`config.mk`:
```
export PLATFORM = sky130hd
export DESIGN_NAME = bus_slot_discovery_sweep_flat
export DESIGN_NICKNAME = d
export VERILOG_FILES = /design/src/sv/bsds_pkg.sv /design/src/sv/bsds_req_if.sv /design/src/sv/bsds_rsp_if.sv /design/src/sv/bsds_core.sv /design/src/sv/bsds_out.sv /design/src/sv/bus_slot_discovery_sweep.sv /design/src/flat_wrapper.sv
export VERILOG_INCLUDE_DIRS = /design/src /design/src/sv
export SDC_FILE = /design/constraint.sdc
export NUM_CORES = 1
export LEC_CHECK = 0
export BUFFER_PORTS_ARGS = -buffer_cell sky130_fd_sc_hd__buf_2
export CELL_PAD_IN_SITES_DETAIL_PLACEMENT = 1
export CELL_PAD_IN_SITES_GLOBAL_PLACEMENT = 2
export CORE_ASPECT_RATIO = 1.1
export CORE_UTILIZATION = 40
export DETAILED_ROUTE_END_ITERATION = 10
export PLACE_DENSITY_LB_ADDON = 0.25
export SLEW_MARGIN = 20
export SYNTH_ARGS = -nofsm -noshare
export SYNTH_HDL_FRONTEND = slang
export SYNTH_SLANG_ARGS = --single-unit
```
`constraint.sdc`:
```
create_clock -name clock -period 5.66 [get_ports clock]
set_input_delay 0.566 -clock clock [delete_from_list [all_inputs] [get_ports clock]]
set_output_delay 0.566 -clock clock [all_outputs]
set_load 0.005 [all_outputs]
```
`src/sv/bus_slot_discovery_sweep_defines.svh`:
```
// ----------------------------------------------------------------------------
// Assertion macros for the bus slot discovery sweep
// Implication checks in the same cycle and in the next cycle.
// ----------------------------------------------------------------------------
`ifndef BUS_SLOT_DISCOVERY_SWEEP_DEFINES_SVH
`define BUS_SLOT_DISCOVERY_SWEEP_DEFINES_SVH

`ifndef NO_ASSERTIONS

`define BSDS_ASSERT_IMPL(label, clk, rst, cond, prop, msg) \
   label: assert property (@(posedge clk) disable iff (rst) (cond) |-> (prop)) \
      else $error(msg);

`define BSDS_ASSERT_NEXT(label, clk, rst, cond, prop, msg) \
   label: assert property (@(posedge clk) disable iff (rst) (cond) |=> (prop)) \
      else $error(msg);

`else

`define BSDS_ASSERT_IMPL(label, clk, rst, cond, prop, msg)

`define BSDS_ASSERT_NEXT(label, clk, rst, cond, prop, msg)

`endif

`endif

```
`src/sv/bsds_pkg.sv`:
```
// ----------------------------------------------------------------------------
// bsds_pkg
// Types and codes shared by the discovery sweep modules.
// ----------------------------------------------------------------------------
`timescale 1ns / 1ps
`default_nettype none

package bsds_pkg;

   localparam int TIMEOUT_W = 16;
   localparam logic [TIMEOUT_W-1:0] TIMEOUT_RESET = 16'd5;

   // Input opcodes.
   localparam logic [1:0] OP_START  = 2'd0;
   localparam logic [1:0] OP_PACKET = 2'd1;
   localparam logic [1:0] OP_STEP   = 2'd2;

   // Result actions.
   localparam logic [1:0] ACT_NONE     = 2'd0;
   localparam logic [1:0] ACT_IDENTIFY = 2'd1;
   localparam logic [1:0] ACT_POLL     = 2'd2;
   localparam logic [1:0] ACT_PASS     = 2'd3;

   typedef struct packed {
      logic [1:0]  opcode;
      logic [31:0] now_time;
      logic [7:0]  pkt_source;
      logic        pkt_is_info;
      logic        info_valid;
   } req_type;

   typedef struct packed {
      logic [1:0]  action;
      logic [4:0]  dest_slot;
      logic        busy_res;
      logic [4:0]  found_count;
      logic [15:0] present_map;
      logic        last;
   } rsp_type;

   // One or two results handed from the core to the output stage.
   typedef struct packed {
      logic    valid;
      logic    two;
      rsp_type first;
      rsp_type second;
   } load_type;

endpackage

`default_nettype wire

```
`src/sv/bsds_req_if.sv`:
```
// ----------------------------------------------------------------------------
// bsds_req_if
// Valid/ready channel that carries discovery events into the block.
// ----------------------------------------------------------------------------
`timescale 1ns / 1ps
`default_nettype none

interface bsds_req_if;
   logic             valid;
   logic             ready;
   bsds_pkg::req_type payload;

   modport source (output valid, output payload, input ready);
   modport sink (input valid, input payload, output ready);
endinterface

`default_nettype wire

```
`src/sv/bsds_rsp_if.sv`:
```
// ----------------------------------------------------------------------------
// bsds_rsp_if
// Valid/ready channel that carries sweep results out of the block.
// ----------------------------------------------------------------------------
`timescale 1ns / 1ps
`default_nettype none

interface bsds_rsp_if;
   logic             valid;
   logic             ready;
   bsds_pkg::rsp_type payload;

   modport source (output valid, output payload, input ready);
   modport sink (input valid, input payload, output ready);
endinterface

`default_nettype wire

```
`src/sv/bsds_core.sv`:
```
// ----------------------------------------------------------------------------
// bsds_core
// Input register, sweep state and the single-pass update that forms results.
// ----------------------------------------------------------------------------
`timescale 1ns / 1ps
`default_nettype none
`include "bus_slot_discovery_sweep_defines.svh"

module bsds_core #(
   parameter int SLOT_FIRST = 1,
   parameter int SLOT_LAST  = 15
) (
   input  wire logic                          clock,
   input  wire logic                          reset,
   bsds_req_if.sink                           req_bus,
   input  wire logic                          csr_wr_en,
   input  wire logic [bsds_pkg::TIMEOUT_W-1:0] csr_wr_data,
   input  wire logic                          load_free,
   output bsds_pkg::load_type                 load
);
   import bsds_pkg::*;

   // The slot counter must hold the first slot and one past the last slot.
   localparam int SLOT_MAX = (SLOT_FIRST > SLOT_LAST + 1) ? SLOT_FIRST : SLOT_LAST + 1;
   localparam int SLOT_W   = $clog2(SLOT_MAX + 1);

   localparam logic [1:0] PH_IDLE  = 2'd0;
   localparam logic [1:0] PH_PROBE = 2'd1;
   localparam logic [1:0] PH_WAIT  = 2'd2;

   logic                 in_valid_ff, in_valid_in;
   req_type              in_item_ff;
   logic [TIMEOUT_W-1:0] timeout_ff;
   logic [1:0]           phase_ff, phase_in;
   logic [SLOT_W-1:0]    slot_ff, slot_in;
   logic [31:0]          deadline_ff, deadline_in;
   logic [15:0]          presence_ff, presence_in;
   logic [4:0]           found_ff, found_in;

   logic       fire;
   logic       two;
   logic [1:0] action;
   logic [7:0] slot_ext;
   logic [7:0] slot_next_ext;
   logic [31:0] elapsed;

   assign fire          = in_valid_ff && load_free;
   assign req_bus.ready = !reset && (!in_valid_ff || fire);
   assign in_valid_in   = (req_bus.valid && req_bus.ready) || (in_valid_ff && !fire);

   assign slot_ext      = 8'(slot_ff);
   assign slot_next_ext = slot_ext + 8'd1;
   assign elapsed       = in_item_ff.now_time - deadline_ff;

   always_comb begin
      phase_in    = phase_ff;
      slot_in     = slot_ff;
      deadline_in = deadline_ff;
      presence_in = presence_ff;
      found_in    = found_ff;
      action      = ACT_NONE;
      two         = 1'b0;
      case (in_item_ff.opcode)
         OP_START: begin
            presence_in = '0;
            found_in    = '0;
            slot_in     = SLOT_W'(SLOT_FIRST);
            phase_in    = PH_PROBE;
         end
         OP_PACKET: begin
            if (phase_ff == PH_WAIT && in_item_ff.pkt_source == slot_ext &&
                in_item_ff.pkt_is_info) begin
               if (in_item_ff.info_valid) begin
                  if (slot_ext < 8'd16) begin
                     presence_in[slot_ext[3:0]] = 1'b1;
                  end
                  if (found_ff != 5'd31) begin
                     found_in = found_ff + 5'd1;
                  end
               end
               slot_in  = SLOT_W'(slot_next_ext);
               phase_in = (slot_next_ext > 8'(SLOT_LAST)) ? PH_IDLE : PH_PROBE;
            end else begin
               action = ACT_PASS;
            end
         end
         OP_STEP: begin
            if (phase_ff == PH_PROBE) begin
               if (slot_ext > 8'(SLOT_LAST)) begin
                  phase_in = PH_IDLE;
               end else begin
                  deadline_in = in_item_ff.now_time + 32'(timeout_ff);
                  phase_in    = PH_WAIT;
                  two         = 1'b1;
               end
            end else if (phase_ff == PH_WAIT) begin
               // Wrap-safe expiry: the deadline has passed when the signed
               // difference is not negative.
               if (!elapsed[31]) begin
                  if (slot_ext < 8'd16) begin
                     presence_in[slot_ext[3:0]] = 1'b0;
                  end
                  slot_in  = SLOT_W'(slot_next_ext);
                  phase_in = (slot_next_ext > 8'(SLOT_LAST)) ? PH_IDLE : PH_PROBE;
               end
            end
         end
         default: begin
         end
      endcase
   end

   always_comb begin
      load.valid              = fire;
      load.two                = two;
      load.first.action       = two ? ACT_IDENTIFY : action;
      load.first.dest_slot    = two ? slot_ext[4:0] : 5'd0;
      load.first.busy_res     = (phase_in != PH_IDLE);
      load.first.found_count  = found_in;
      load.first.present_map  = presence_in;
      load.first.last         = !two;
      load.second             = load.first;
      load.second.action      = ACT_POLL;
      load.second.last        = 1'b1;
   end

   always_ff @(posedge clock) begin
      if (reset) begin
         in_valid_ff <= 1'b0;
         timeout_ff  <= TIMEOUT_RESET;
         phase_ff    <= PH_IDLE;
         slot_ff     <= '0;
         deadline_ff <= '0;
         presence_ff <= '0;
         found_ff    <= '0;
      end else begin
         in_valid_ff <= in_valid_in;
         if (csr_wr_en) begin
            timeout_ff <= csr_wr_data;
         end
         if (fire) begin
            phase_ff    <= phase_in;
            slot_ff     <= slot_in;
            deadline_ff <= deadline_in;
            presence_ff <= presence_in;
            found_ff    <= found_in;
         end
      end
   end

   always_ff @(posedge clock) begin
      if (req_bus.valid && req_bus.ready) begin
         in_item_ff <= req_bus.payload;
      end
   end

   `BSDS_ASSERT_NEXT(a_hold_item, clock, reset, in_valid_ff && !load_free,
      in_valid_ff && $stable(in_item_ff), "stalled input item was lost or changed")
   `BSDS_ASSERT_NEXT(a_start_clears, clock, reset, fire && in_item_ff.opcode == OP_START,
      phase_ff == PH_PROBE && found_ff == 5'd0 && presence_ff == 16'd0,
      "start did not clear the sweep")
   `BSDS_ASSERT_IMPL(a_wait_in_range, clock, reset, phase_ff == PH_WAIT,
      slot_ext <= 8'(SLOT_LAST), "waiting on a slot beyond the last slot")

endmodule

`default_nettype wire

```
`src/sv/bsds_out.sv`:
```
// ----------------------------------------------------------------------------
// bsds_out
// Result register with one extra entry for the second result of a probe.
// ----------------------------------------------------------------------------
`timescale 1ns / 1ps
`default_nettype none
`include "bus_slot_discovery_sweep_defines.svh"

module bsds_out (
   input  wire logic               clock,
   input  wire logic               reset,
   input  wire bsds_pkg::load_type load,
   output logic                    load_free,
   bsds_rsp_if.source              rsp_bus
);
   import bsds_pkg::*;

   logic    out_valid_ff, out_valid_in;
   logic    second_valid_ff, second_valid_in;
   rsp_type out_ff;
   rsp_type second_ff;
   logic    xfer;

   assign xfer            = rsp_bus.valid && rsp_bus.ready;
   assign rsp_bus.valid   = out_valid_ff;
   assign rsp_bus.payload = out_ff;

   // A new pair may enter when no result is held, or when the current result leaves with nothing behind it.
   assign load_free = !out_valid_ff || (rsp_bus.ready && !second_valid_ff);

   always_comb begin
      out_valid_in    = out_valid_ff;
      second_valid_in = second_valid_ff;
      if (load.valid) begin
         out_valid_in    = 1'b1;
         second_valid_in = load.two;
      end else if (xfer) begin
         out_valid_in    = second_valid_ff;
         second_valid_in = 1'b0;
      end
   end

   always_ff @(posedge clock) begin
      if (reset) begin
         out_valid_ff    <= 1'b0;
         second_valid_ff <= 1'b0;
      end else begin
         out_valid_ff    <= out_valid_in;
         second_valid_ff <= second_valid_in;
      end
   end

   always_ff @(posedge clock) begin
      if (load.valid) begin
         out_ff    <= load.first;
         second_ff <= load.second;
      end else if (xfer && second_valid_ff) begin
         out_ff <= second_ff;
      end
   end

   `BSDS_ASSERT_IMPL(a_second_behind_first, clock, reset, second_valid_ff, out_valid_ff,
      "second result pending without a shown result")
   `BSDS_ASSERT_IMPL(a_not_last_has_more, clock, reset, out_valid_ff && !out_ff.last,
      second_valid_ff, "result not marked last but nothing follows it")
   `BSDS_ASSERT_IMPL(a_load_when_free, clock, reset, load.valid, load_free,
      "result pair loaded while the output stage was full")

endmodule

`default_nettype wire

```
`src/sv/bus_slot_discovery_sweep.sv`:
```
// ----------------------------------------------------------------------------
// bus_slot_discovery_sweep
// Path: input register, then result register, then the result port.
// Throughput: one input per cycle while results are taken; a probe step
// yields two results, sent in turn through the single result port.
// Reset (synchronous): sweep idle, slot, deadline, map and count zero,
// poll timeout 5; no results pending.
// ----------------------------------------------------------------------------
`timescale 1ns / 1ps
`default_nettype none

module bus_slot_discovery_sweep #(
   parameter int SLOT_FIRST = 1,
   parameter int SLOT_LAST  = 15
) (
   input  wire logic                           clock,
   input  wire logic                           reset,
   bsds_req_if.sink                            req_bus,
   bsds_rsp_if.source                          rsp_bus,
   input  wire logic                           csr_wr_en,
   input  wire logic [bsds_pkg::TIMEOUT_W-1:0] csr_wr_data
);
   import bsds_pkg::*;

   load_type load;
   logic     load_free;

   bsds_core #(
      .SLOT_FIRST (SLOT_FIRST),
      .SLOT_LAST  (SLOT_LAST)
   ) u_core (
      .clock       (clock),
      .reset       (reset),
      .req_bus     (req_bus),
      .csr_wr_en   (csr_wr_en),
      .csr_wr_data (csr_wr_data),
      .load_free   (load_free),
      .load        (load)
   );

   bsds_out u_out (
      .clock     (clock),
      .reset     (reset),
      .load      (load),
      .load_free (load_free),
      .rsp_bus   (rsp_bus)
   );

endmodule

`default_nettype wire
```
`src/flat_wrapper.sv`:
```
// flat-port wrapper written by rule: the top's interface ports become plain ports
module bus_slot_discovery_sweep_flat import bsds_pkg::*;
#(
   parameter int SLOT_FIRST = 1,
   parameter int SLOT_LAST  = 15
)
  (clock, reset, csr_wr_en, csr_wr_data, req_bus_valid, req_bus_payload, req_bus_ready, rsp_bus_valid, rsp_bus_payload, rsp_bus_ready);
  bsds_req_if req_bus_i ();
  bsds_rsp_if rsp_bus_i ();
  input  wire logic clock;
  input  wire logic reset;
  input  wire logic csr_wr_en;
  input  wire logic [bsds_pkg::TIMEOUT_W-1:0] csr_wr_data;
  input wire logic [$bits(req_bus_i.valid)-1:0] req_bus_valid;
  input wire logic [$bits(req_bus_i.payload)-1:0] req_bus_payload;
  output wire logic [$bits(req_bus_i.ready)-1:0] req_bus_ready;
  output wire logic [$bits(rsp_bus_i.valid)-1:0] rsp_bus_valid;
  output wire logic [$bits(rsp_bus_i.payload)-1:0] rsp_bus_payload;
  input wire logic [$bits(rsp_bus_i.ready)-1:0] rsp_bus_ready;
  assign req_bus_i.valid = req_bus_valid;
  assign req_bus_i.payload = req_bus_payload;
  assign req_bus_ready = req_bus_i.ready;
  assign rsp_bus_valid = rsp_bus_i.valid;
  assign rsp_bus_payload = rsp_bus_i.payload;
  assign rsp_bus_i.ready = rsp_bus_ready;
  bus_slot_discovery_sweep #(.SLOT_FIRST(SLOT_FIRST), .SLOT_LAST(SLOT_LAST)) u_core (.clock(clock), .reset(reset), .req_bus(req_bus_i), .rsp_bus(rsp_bus_i), .csr_wr_en(csr_wr_en), .csr_wr_data(csr_wr_data));
endmodule
```
# After elaboration in Yosys (flattened, before gate mapping)
# Index checks and enable logic that the tools add are counted.
dict set report op_classes {
  n_eq_ne 10
  shifts 0
  reduce_logical 26
  n_addsub 4
  order_cmp 5
  n_mul 0
  n_div 0
  n_mux 39
  n_bitwise 4
}
# operator count
set ops {}
lappend ops {{$mux 16} 7}
lappend ops {{$mux 30} 2}
lappend ops {{$pmux 16 s3} 1}
lappend ops {{$mux 5} 8}
lappend ops {{$add 32x16->32} 1}
lappend ops {{$sub 32x32->32} 1}
lappend ops {{$and 16x16->16} 1}
lappend ops {{$mux 2} 8}
lappend ops {{$not 16->16} 1}
lappend ops {{$or 16x16->16} 1}
lappend ops {{$pmux 5 s3} 1}
lappend ops {{$logic_and 1x1->1} 10}
lappend ops {{$pmux 5 s2} 1}
lappend ops {{$mux 1} 9}
lappend ops {{$eq 8x5->1} 1}
lappend ops {{$ne 2x2->1 const B} 4}
lappend ops {{$add 5x1->6 const B} 1}
lappend ops {{$gt 6x4->1 const B} 1}
lappend ops {{$logic_not 1->1} 6}
lappend ops {{$pmux 2 s3} 1}
lappend ops {{$reduce_and 6->1} 1}
lappend ops {{$reduce_bool 2->1} 3}
lappend ops {{$add 5x1->5 const B} 1}
lappend ops {{$gt 5x4->1 const B} 1}
lappend ops {{other kinds (12)} 16}
dict set report word_totals {
  register_bits 180
  mem_bits_rw 0
  rom_bits 0
  mem_count 0
  latch_bits 0
  elab_cells 112
}

# Depth between registers and ports, before layout
# Gate-level depths: netlist of the first run.
dict set report depth {
  depth_word 12
  mapped_depth 16
}

# Cells and area by module
# From an unflattened synthesis of the first run, not the netlist that was laid out.
dict set report unflattened {
  cells_unflattened 899
  hier_area_um2 9569.2
}
# mod area_per_inst_um2 n_inst cells_each
set modules_own_cells {}
lappend modules_own_cells {bsds_core 7169.4 1 793}
lappend modules_own_cells {bsds_out 2399.8 1 106}

# Worst setup path after synthesis of the first run
# OpenSTA, ideal clock, no wires.
dict set report synth_timing {
  kind {register to register}
  start {register u_core.u_core.in_item_ff[35] in the netlist's numbering}
  end {register u_core.u_out.out_ff (netlist bit u_core.u_out.rsp_bus.payload[6]), data pin}
  synth_period_minus_slack_ns 2.591
  path_stages_with_launch 11
  t_arrival_ns 2.329
  setup_time_ns 0.262
  slack_ns 3.069
  path_cell_list {edfxtp_1 ha_1 nand4_1 nor3_1 a211oi_1 o211ai_1 a21oi_1 o211a_1 buf_6 a311oi_4 mux2_1}
}
# element line_no
set synth_lines {}
lappend synth_lines {{start, declared} bsds_core.sv:32} ;# req_type in_item_ff;
lappend synth_lines {{start signal, assigned} bsds_core.sv:153} ;# in_item_ff <= req_bus.payload;
lappend synth_lines {{end signal, assigned} bsds_out.sv:55} ;# out_ff <= load.first;
lappend synth_lines {{end signal, assigned} bsds_out.sv:58} ;# out_ff <= second_ff;
lappend synth_lines {{end, declared} bsds_out.sv:20} ;# rsp_type out_ff;

# Worst setup path after layout of the first run
dict set report layout_timing {
  start {register u_core.u_core.slot_ff[1]}
  end {register u_core.u_core.deadline_ff[10]}
}
dict set report layout_between {
  elab_chain_cells 3
}
# element line_no
set layout_lines {}
lappend layout_lines {{start, declared} bsds_core.sv:35} ;# logic [SLOT_W-1:0] slot_ff, slot_in;
lappend layout_lines {{start signal, assigned} bsds_core.sv:143} ;# slot_ff <= slot_in;
lappend layout_lines {{$gt 5x4->1} bsds_core.sv:89} ;# if (slot_ext > 8'(SLOT_LAST)) begin
lappend layout_lines {{$not 1->1 (no line)} -}
lappend layout_lines {{$reduce_and 4->1 (no line)} -}
lappend layout_lines {{end signal, assigned} bsds_core.sv:144} ;# deadline_ff <= deadline_in;
lappend layout_lines {{end, declared} bsds_core.sv:36} ;# logic [31:0] deadline_ff, deadline_in;
# Every way passes these cells.
# A chain may end at the register's enable or synchronous reset.

==> impl_results.md, run 1 <==
- Status: complete, no violations
- Number of antenna repair diodes: 0
- Area used by multi-input combinational logic: approximately 0.0043 mm^2
- Cell type group with the largest total delay on the critical path: simple AND/OR/NAND/NOR gates
- HPWL after detailed placement: 16,800 um
- Max Freq: ~270 MHz
- Clock Skews: between 0.01 and 0.015 ns
- Register-to-Register Path Depth: 12
- Cell at the slowest stage of the critical path: dfxtp_1
- Cell leakage power: a little over 4 nW
- Data required time at the worst endpoint: 6.03 ns
- Arrival time of the worst setup path: between 4 and 5 ns
- Final cell count without fillers: roughly 1,300
- Critical path peak fanout: 43
- Largest net degree at the start of global routing: 53
- Initial Utilization: just over 40%
- Setup violators final: 0
- Clock network fraction of total power: around 41%
- First DRT Iteration DRCs: between 300 and 400
- Number of buffers inserted by post-CTS setup repair: 0
- Die footprint: about 0.024 mm^2
- Overall track demand over capacity in global routing: a little over a fifth
- Initial antenna violation count: 0
- CTS Hold Bufs: 0
- Gates resized, CTS repair: 0
- Final RePlAce weighted congestion: a little under 0.8
- Routed wire per std cell: roughly 18 um
- Cell Count Post-Placement: around 1,300
- Relative area change from synthesis to final layout: 13.8%
- Register area share after synthesis: about half
- Die Span X: 148 um
- Depth of the CTS H-tree: 4
- Most instantiated cells after synthesis: edfxtp_1, nand2_1, dfxtp_1
- Unrepaired setup endpoints after global routing: false
- # rows: 58
- Clock tree from TritonCTS: done
- Num ports: 97
- # Max-Cap Violations: 0
- Top-area cell type share of the netlist area: 32.3%
- Fillcell total: about 2,600
- Reg clk slew, reported paths: approximately 0.080 ns
- Crit Reg-Reg Startpoint: u_core.u_core.slot_ff[1]
- Warnings, synthesis: 0
- Worst hold-check path type: in -> reg
- Cell area after placement: ~0.010 mm^2
- First-pass iteration count of the detailed router: 5
- Logic depth of the worst path, buffers included: 12
- Routed via count divided by cell count: roughly 5.6
- Transition time of the tightest slew-check pin: between 0.9 and 1 ns
- Combinational cell fraction of total power: 9.2%
- Final count of hold timing violations: 0
- Power per cell area: around 270 mW/mm^2
- Most used DFF post-synth: edfxtp_1
- Number of input and output port buffers inserted: 96
- Clock sink count: between 150 and 200
- Critical path class: reg -> reg
- Detailed-route via count: approximately 7,300
- Int Power: about 2.2 mW
- Crit path launch type: register
- Sequential Power Share: just under 50%
- Critical path capture point: u_core.u_core.deadline_ff[10]
- Number of global-route vias before repair: between 7,000 and 8,000
- Tmin final: 3.72 ns
- Switching fraction of total power: a little over a quarter
- Cell with the most instances after synthesis: edfxtp_1
- Hold_sp: req_bus_payload[18]
- Count of unique library cells instantiated by Yosys: 77
- Series of cell instances along the critical path: ha_1 > nand2_1 > inv_1 > ha_1 > o21ai_1 > nor3b_2 > and2_1 > buf_4 > inv_2 > or3_1 > a21o_1 > a21oi_1
- Sequential cell area in the final layout: between 0.004 and 0.005 mm^2
- Total clock buffers created by CTS: 17
- Total negative slack: 0 ns
- VDD IR max: around 0.21 mV
- Wire length of the first global-routing pass: between 30,000 and 40,000 um
- Root buf cell: clkbuf_16
- Die height: between 150 and 200 um
- Max Buffers Root-to-Sink: 2
- Mean instance size in the synthesized netlist: approximately 10 um^2
- Launch point of the worst path: u_core.u_core.slot_ff[1]
- Skew-Pair Late Insertion Delay: approximately 0.44 ns
- Fraction of final layout cells sized beyond drive strength 1: 17.4%
- Post-route antenna net violation count: 0
- Most used cell, CP: ha_1
- Mapped Nets: around 1,000
- Max_slew headroom: 37.2%
- Standard cell core area: 0.0229 mm^2
- Max-slew violation total from the final report: 0
- Slowest Stage Delay on Critical Path: between 0.5 and 0.6 ns
- Post-synth design cell area: 0.00940 mm^2
- Leading cell types by total area after synthesis: edfxtp_1, dfxtp_1, ha_1, nand2_1, a21oi_1
- Final wirelength: roughly 24,000 um
- Post-route DRC: 0
- Synth area leader: edfxtp_1
- Switching power: 0.773 mW
- Post-synthesis async set-or-reset flop share: 0%
- Post-synthesis cell count: ~920
- Number of buffers and inverters on the critical path: 3
- Number of enable-type register cells in the synthesized netlist: approximately 100
- Endpoint of the worst register-to-register path: u_core.u_core.deadline_ff[10]
- Final design instance area without fill: 0.0107 mm^2
- Final worst path period share: between 60 and 70%
- Sort of element at the end of the critical path: register
- Synthesized flop and latch total: 180
- Flop-to-flop setup slack: around 2 ns
- GRT Residual Overflow: 0
- Count of nets after finishing: 1,120
-- power groups by stage --
| stage | sequential, mW | combinational, mW | clock, mW |
|---|---|---|---|
| finish | 1.45 | 0.268 | 1.21 |
| global route | 1.46 | 0.302 | 1.29 |
| CTS | 1.45 | 0.274 | 1.24 |
| detailed placement | 1.48 | 0.272 | 0 |
| global placement | 1.48 | 0.267 | 0 |
| floorplan | 1.48 | 0.175 | 0 |
-- routing by layer --
layer / global-route usage (%) / share of wire (%) / up-vias
li1: - / - / 3555
met1: 26.1 / 46 / 3596
met2: 37.2 / 50 / 112
met3: 2.63 / 2.3 / 27
met4: 6.37 / 1.5 / 0
met5: 0 / 0 / -
-- state kept, by name, summed over array words and instances, names as in the netlist --
name,flops
u_core.u_core.in_valid_ff,1
u_core.u_out.rsp_bus.payload,30
u_core.u_core.phase_ff,2
u_core.u_core.presence_ff,16
u_core.u_out.second_valid_ff,1
u_core.u_out.second_ff,27
u_core.u_core.found_ff,5
u_core.u_core.in_item_ff,44
u_core.u_core.slot_ff,5
u_core.u_core.deadline_ff,32
u_core.u_out.rsp_bus.valid,1
u_core.u_core.timeout_ff,16
-- cell type report --
class,count,share of cell area [%]
Clock inverter,15,1.56
Inverter,59,2.07
Tap cell,300,3.51
Sequential cell,180,43.2
Clock buffer,17,3.98
Timing Repair Buffer,104,5.06
Multi-Input combinational cell,635,40.7
-- cells by family after synthesis --
kind of cell	count (synthesis)	synth area share, %
AND/OR/NAND/NOR	289	15.0
adder cells (fa/ha/maj)	58	7.80
multiplexers	29	3.20
XOR/XNOR	21	1.96
buffers and inverters	103	4.73
flip-flops	180	49.1
AO/OA/AOI/OAI	238	18.2
-- stage by stage --
| stage | worst slack (ns) | utilization (%) | hold slack, ns | power, mW |
|---|---|---|---|---|
| 2_1_floorplan | 3.07 | - | 0.426 | 1.65 |
| 3_3_place_gp | 2.04 | 44.0 | 0.435 | 1.75 |
| 3_5_place_dp | 1.92 | 44.0 | 0.447 | 1.75 |
| 4_1_cts | 1.90 | 46.6 | 0.278 | 2.97 |
| 5_1_grt | 1.58 | 46.6 | 0.277 | 3.05 |
| 6_report | 1.94 | 46.6 | 0.298 | 2.93 |
-- placed cells by master (no fill, tap or decap), types with 13 or more instances in the layout --
master       n
a21oi_1     62
a31oi_1     25
and3_1      19
buf_2       96
clkbuf_16   17
dfxtp_1     79
edfxtp_1   101
ha_1        57
inv_1       57
mux2i_1     21
nand2_1     95
nand3_1     32
nor2_1      62
nor3_1      13
o21ai_0     35
o31ai_1     15
xor2_1      17
-- how the worst min path moves through the flow --
stage,cells past startpoint,endpoint
floorplan,2,u_core.u_core.presence_ff[11]
global placement,2,u_core.u_core.presence_ff[9]
detailed placement,2,u_core.u_core.presence_ff[6]
CTS,1,u_core.u_core.in_item_ff[18]
global route,1,u_core.u_core.in_item_ff[20]
finish,1,u_core.u_core.in_item_ff[18]
Note: power is estimated with default switching activity, not from simulation.
==> inputs of run 2 (changes only) <==
--- a/config.mk
+++ b/config.mk
@@ -10,7 +10,7 @@
 export CELL_PAD_IN_SITES_DETAIL_PLACEMENT = 1
 export CELL_PAD_IN_SITES_GLOBAL_PLACEMENT = 2
 export CORE_ASPECT_RATIO = 1.1
-export CORE_UTILIZATION = 40
+export CORE_UTILIZATION = 38
 export DETAILED_ROUTE_END_ITERATION = 10
 export PLACE_DENSITY_LB_ADDON = 0.25
 export SLEW_MARGIN = 20
==> constraint.sdc (replaced) <==
create_clock -name clock -period 3.5 [get_ports clock]
set_input_delay 0.35 -clock clock [delete_from_list [all_inputs] [get_ports clock]]
set_output_delay 0.35 -clock clock [all_outputs]
set_load 0.005 [all_outputs]
==> impl_results.md, run 2 (synthesis results as in run 1) <==
- Total clock buffers created by CTS: 17 (unchanged)
- Wire length of the first global-routing pass: 41,300 um (+5.5%)
- Cell at the slowest stage of the critical path: edfxtp_1
- Overall track demand over capacity in global routing: 20.7% (-0.13 points)
- Crit Reg-Reg Startpoint: u_core.u_core.in_item_ff[35]
- Tmin final: 3.15 ns (-0.569 ns)
- Routed via count divided by cell count: 5.54 (-0.44%)
- Clock Skews: 0.0171 ns (+0.00392 ns)
- Hold Path Depth: 1 (unchanged)
- Max-slew violation total from the final report: 0 (unchanged)
- Depth of the CTS H-tree: 4 (unchanged)
- Launch point of the worst path: u_core.u_core.in_item_ff[35]
- Final RePlAce weighted congestion: 0.775 (-2.2%)
- Series of cell instances along the critical path: ha_1 > nand4_1 > nor3_1 > a211oi_1 > o211ai_1 > a21oi_1 > o211a_1 > a31oi_1 > mux2_2
- Fraction of final layout cells sized beyond drive strength 1: 18.4% (+0.95 points)
- First DRT Iteration DRCs: 332 (-4.6%)
- Critical path peak fanout: 9 (-79%)
- Largest net degree at the start of global routing: 45 (-15%)
- Critical path capture point: u_core.u_out.rsp_bus.payload[1]
- Initial Utilization: 39.2% (-1.8 points)
- Reg clk slew, reported paths: 0.08 ns (about the same)
- Final standard cell utilization of the core: 45.0% (-1.6 points)
- Root buf cell: clkbuf_16
- Number of global-route vias before repair: 7,647 (+3.6%)
- # Max-Cap Violations: 0 (unchanged)
- Setup violators final: 0 (unchanged)
- Post-route antenna net violation count: 0 (unchanged)
- Final wirelength: 25,300 um (+5.7%)
- Max_slew headroom: 35.1% (-2.1 points)
- Gates resized, CTS repair: 0 (unchanged)
- Cell leakage power: 4.18 nW (+1.8%)
- Max Buffers Root-to-Sink: 2 (unchanged)
- CTS Hold Bufs: 0 (unchanged)
- Final count of hold timing violations: 0 (unchanged)
- Post-route DRC: 4 (+4)
- Power per cell area: 436 mW/mm^2 (+59%)
- Skew-Pair Late Insertion Delay: 0.44 ns (about the same)
- Count of nets after finishing: 1,133 (+1.2%)
- First-pass iteration count of the detailed router: 8 (+3)
- Total negative slack: 0 ns (unchanged)
- Violated checks: DRC
- Die Span X: 152 um (+2.6%)
- Worst hold-check path type: in -> reg
- Register-to-Register Path Depth: 9 (-3)
- Standard cell core area: 0.0240 mm^2 (+4.6%)
- Sort of element at the end of the critical path: register
- # rows: 59 (+1.7%)
- Slowest Stage Delay on Critical Path: 0.47 ns (-0.04 ns)
- Crit path launch type: register
- Number of input and output port buffers inserted: 96 (unchanged)
- Critical path class: reg -> reg
- Cell area after placement: 0.0102 mm^2 (+1.0%)
- GRT Residual Overflow: 0 (unchanged)
- Detailed-route via count: 7,363 (+1.0%)
- Final total power: 4.70 mW (+60%)
- Num ports: 97 (unchanged)
- Max Freq: 318 MHz (+18%)
- Initial antenna violation count: 1 (+1)
- Relative area change from synthesis to final layout: 14.8%
- Die footprint: 0.0254 mm^2 (+5.2%)
- Unrepaired setup endpoints after global routing: false
- Leading cell types in the layout, fill and taps excluded: edfxtp_1, buf_2, nand2_1
- Commonest non-fill, non-tap cell in the layout: edfxtp_1
- Die height: 167 um (+2.6%)
- Top reg by flops: u_core.u_core.in_item_ff
- Arrival time of the worst setup path: 3.34 ns (-0.75 ns)
- HPWL after detailed placement: 17,800 um (+6.1%)
- Final design instance area without fill: 0.0108 mm^2 (+0.95%)
- Flop-to-flop setup slack: 0.35 ns (-1.59 ns)
- Clock sink count: 180 (unchanged)
- Max reg flops: 44 (unchanged)
- Endpoint of the worst register-to-register path: u_core.u_out.rsp_bus.payload[1]
- Routed wire per std cell: 19.0 um (+4.2%)
- Data required time at the worst endpoint: 3.69 ns (-2.34 ns)
- Number of buffers inserted by post-CTS setup repair: 0 (unchanged)
- Clock tree from TritonCTS: done
- VDD IR max: 0.326 mV (+55%)
- Transition time of the tightest slew-check pin: 0.973 ns (+0.0319 ns)
- Final worst path period share: 89.9% (+24 points)
- Status: finished, violations left
## run 2: per-layer routing
layer	GRT usage [%]	share of wire [%]	vias up
met2	38.4	52	116
met1	25.2	45	3658
li1	-	-	3571
met3	2.55	2.5	18
met4	5.77	0.98	0
met5	0	0	-
## run 2: layout make-up
type / instances / area [um^2]
Antenna cell: 1 / 2.50
Clock buffer: 17 / 425
Clock inverter: 15 / 161
Fill cell: 2707 / 13200
Inverter: 59 / 221
Multi-Input combinational cell: 635 / 4350
Sequential cell: 180 / 4610
Tap cell: 305 / 382
Timing Repair Buffer: 117 / 638
## run 2: how the worst min path moves through the flow
stage / from / endpoint / slack (ns)
2_1_floorplan: u_core.u_core.presence_ff[11] / u_core.u_core.presence_ff[11] / 0.43
3_3_place_gp: u_core.u_core.presence_ff[7] / u_core.u_core.presence_ff[7] / 0.43
3_5_place_dp: u_core.u_core.presence_ff[7] / u_core.u_core.presence_ff[7] / 0.45
4_1_cts: req_bus_payload[32] / u_core.u_core.in_item_ff[32] / 0.06
5_1_grt: req_bus_payload[35] / u_core.u_core.in_item_ff[35] / 0.06
6_report: req_bus_payload[19] / u_core.u_core.in_item_ff[19] / 0.08
## run 2: worst max-delay path, delay by kind of cell, from the launching register on
kind | cells | cell delay [ns]
flops | 1 | 0.47
compound gates | 5 | 1.53
simple gates | 2 | 0.22
fa+ha+maj | 1 | 0.36
mux | 1 | 0.32
## run 2: report_power, final
part	internal (mW)	leakage (nW)	switching, mW
registers	2.31	1.59	0.0413
clock network	0.957	0.287	0.952
logic	0.167	2.30	0.278
total	3.43	4.18	1.27
## run 2: through the flow
stage	setup WS, ns	instances	hold WS [ns]
final	0.352	1329	0.0794
after global routing	0.0340	1329	0.0621
after CTS	0.341	1328	0.0599
after detailed placement	0.362	1296	0.445
after global placement	0.464	1296	0.434
after floorplan	0.909	918	0.426
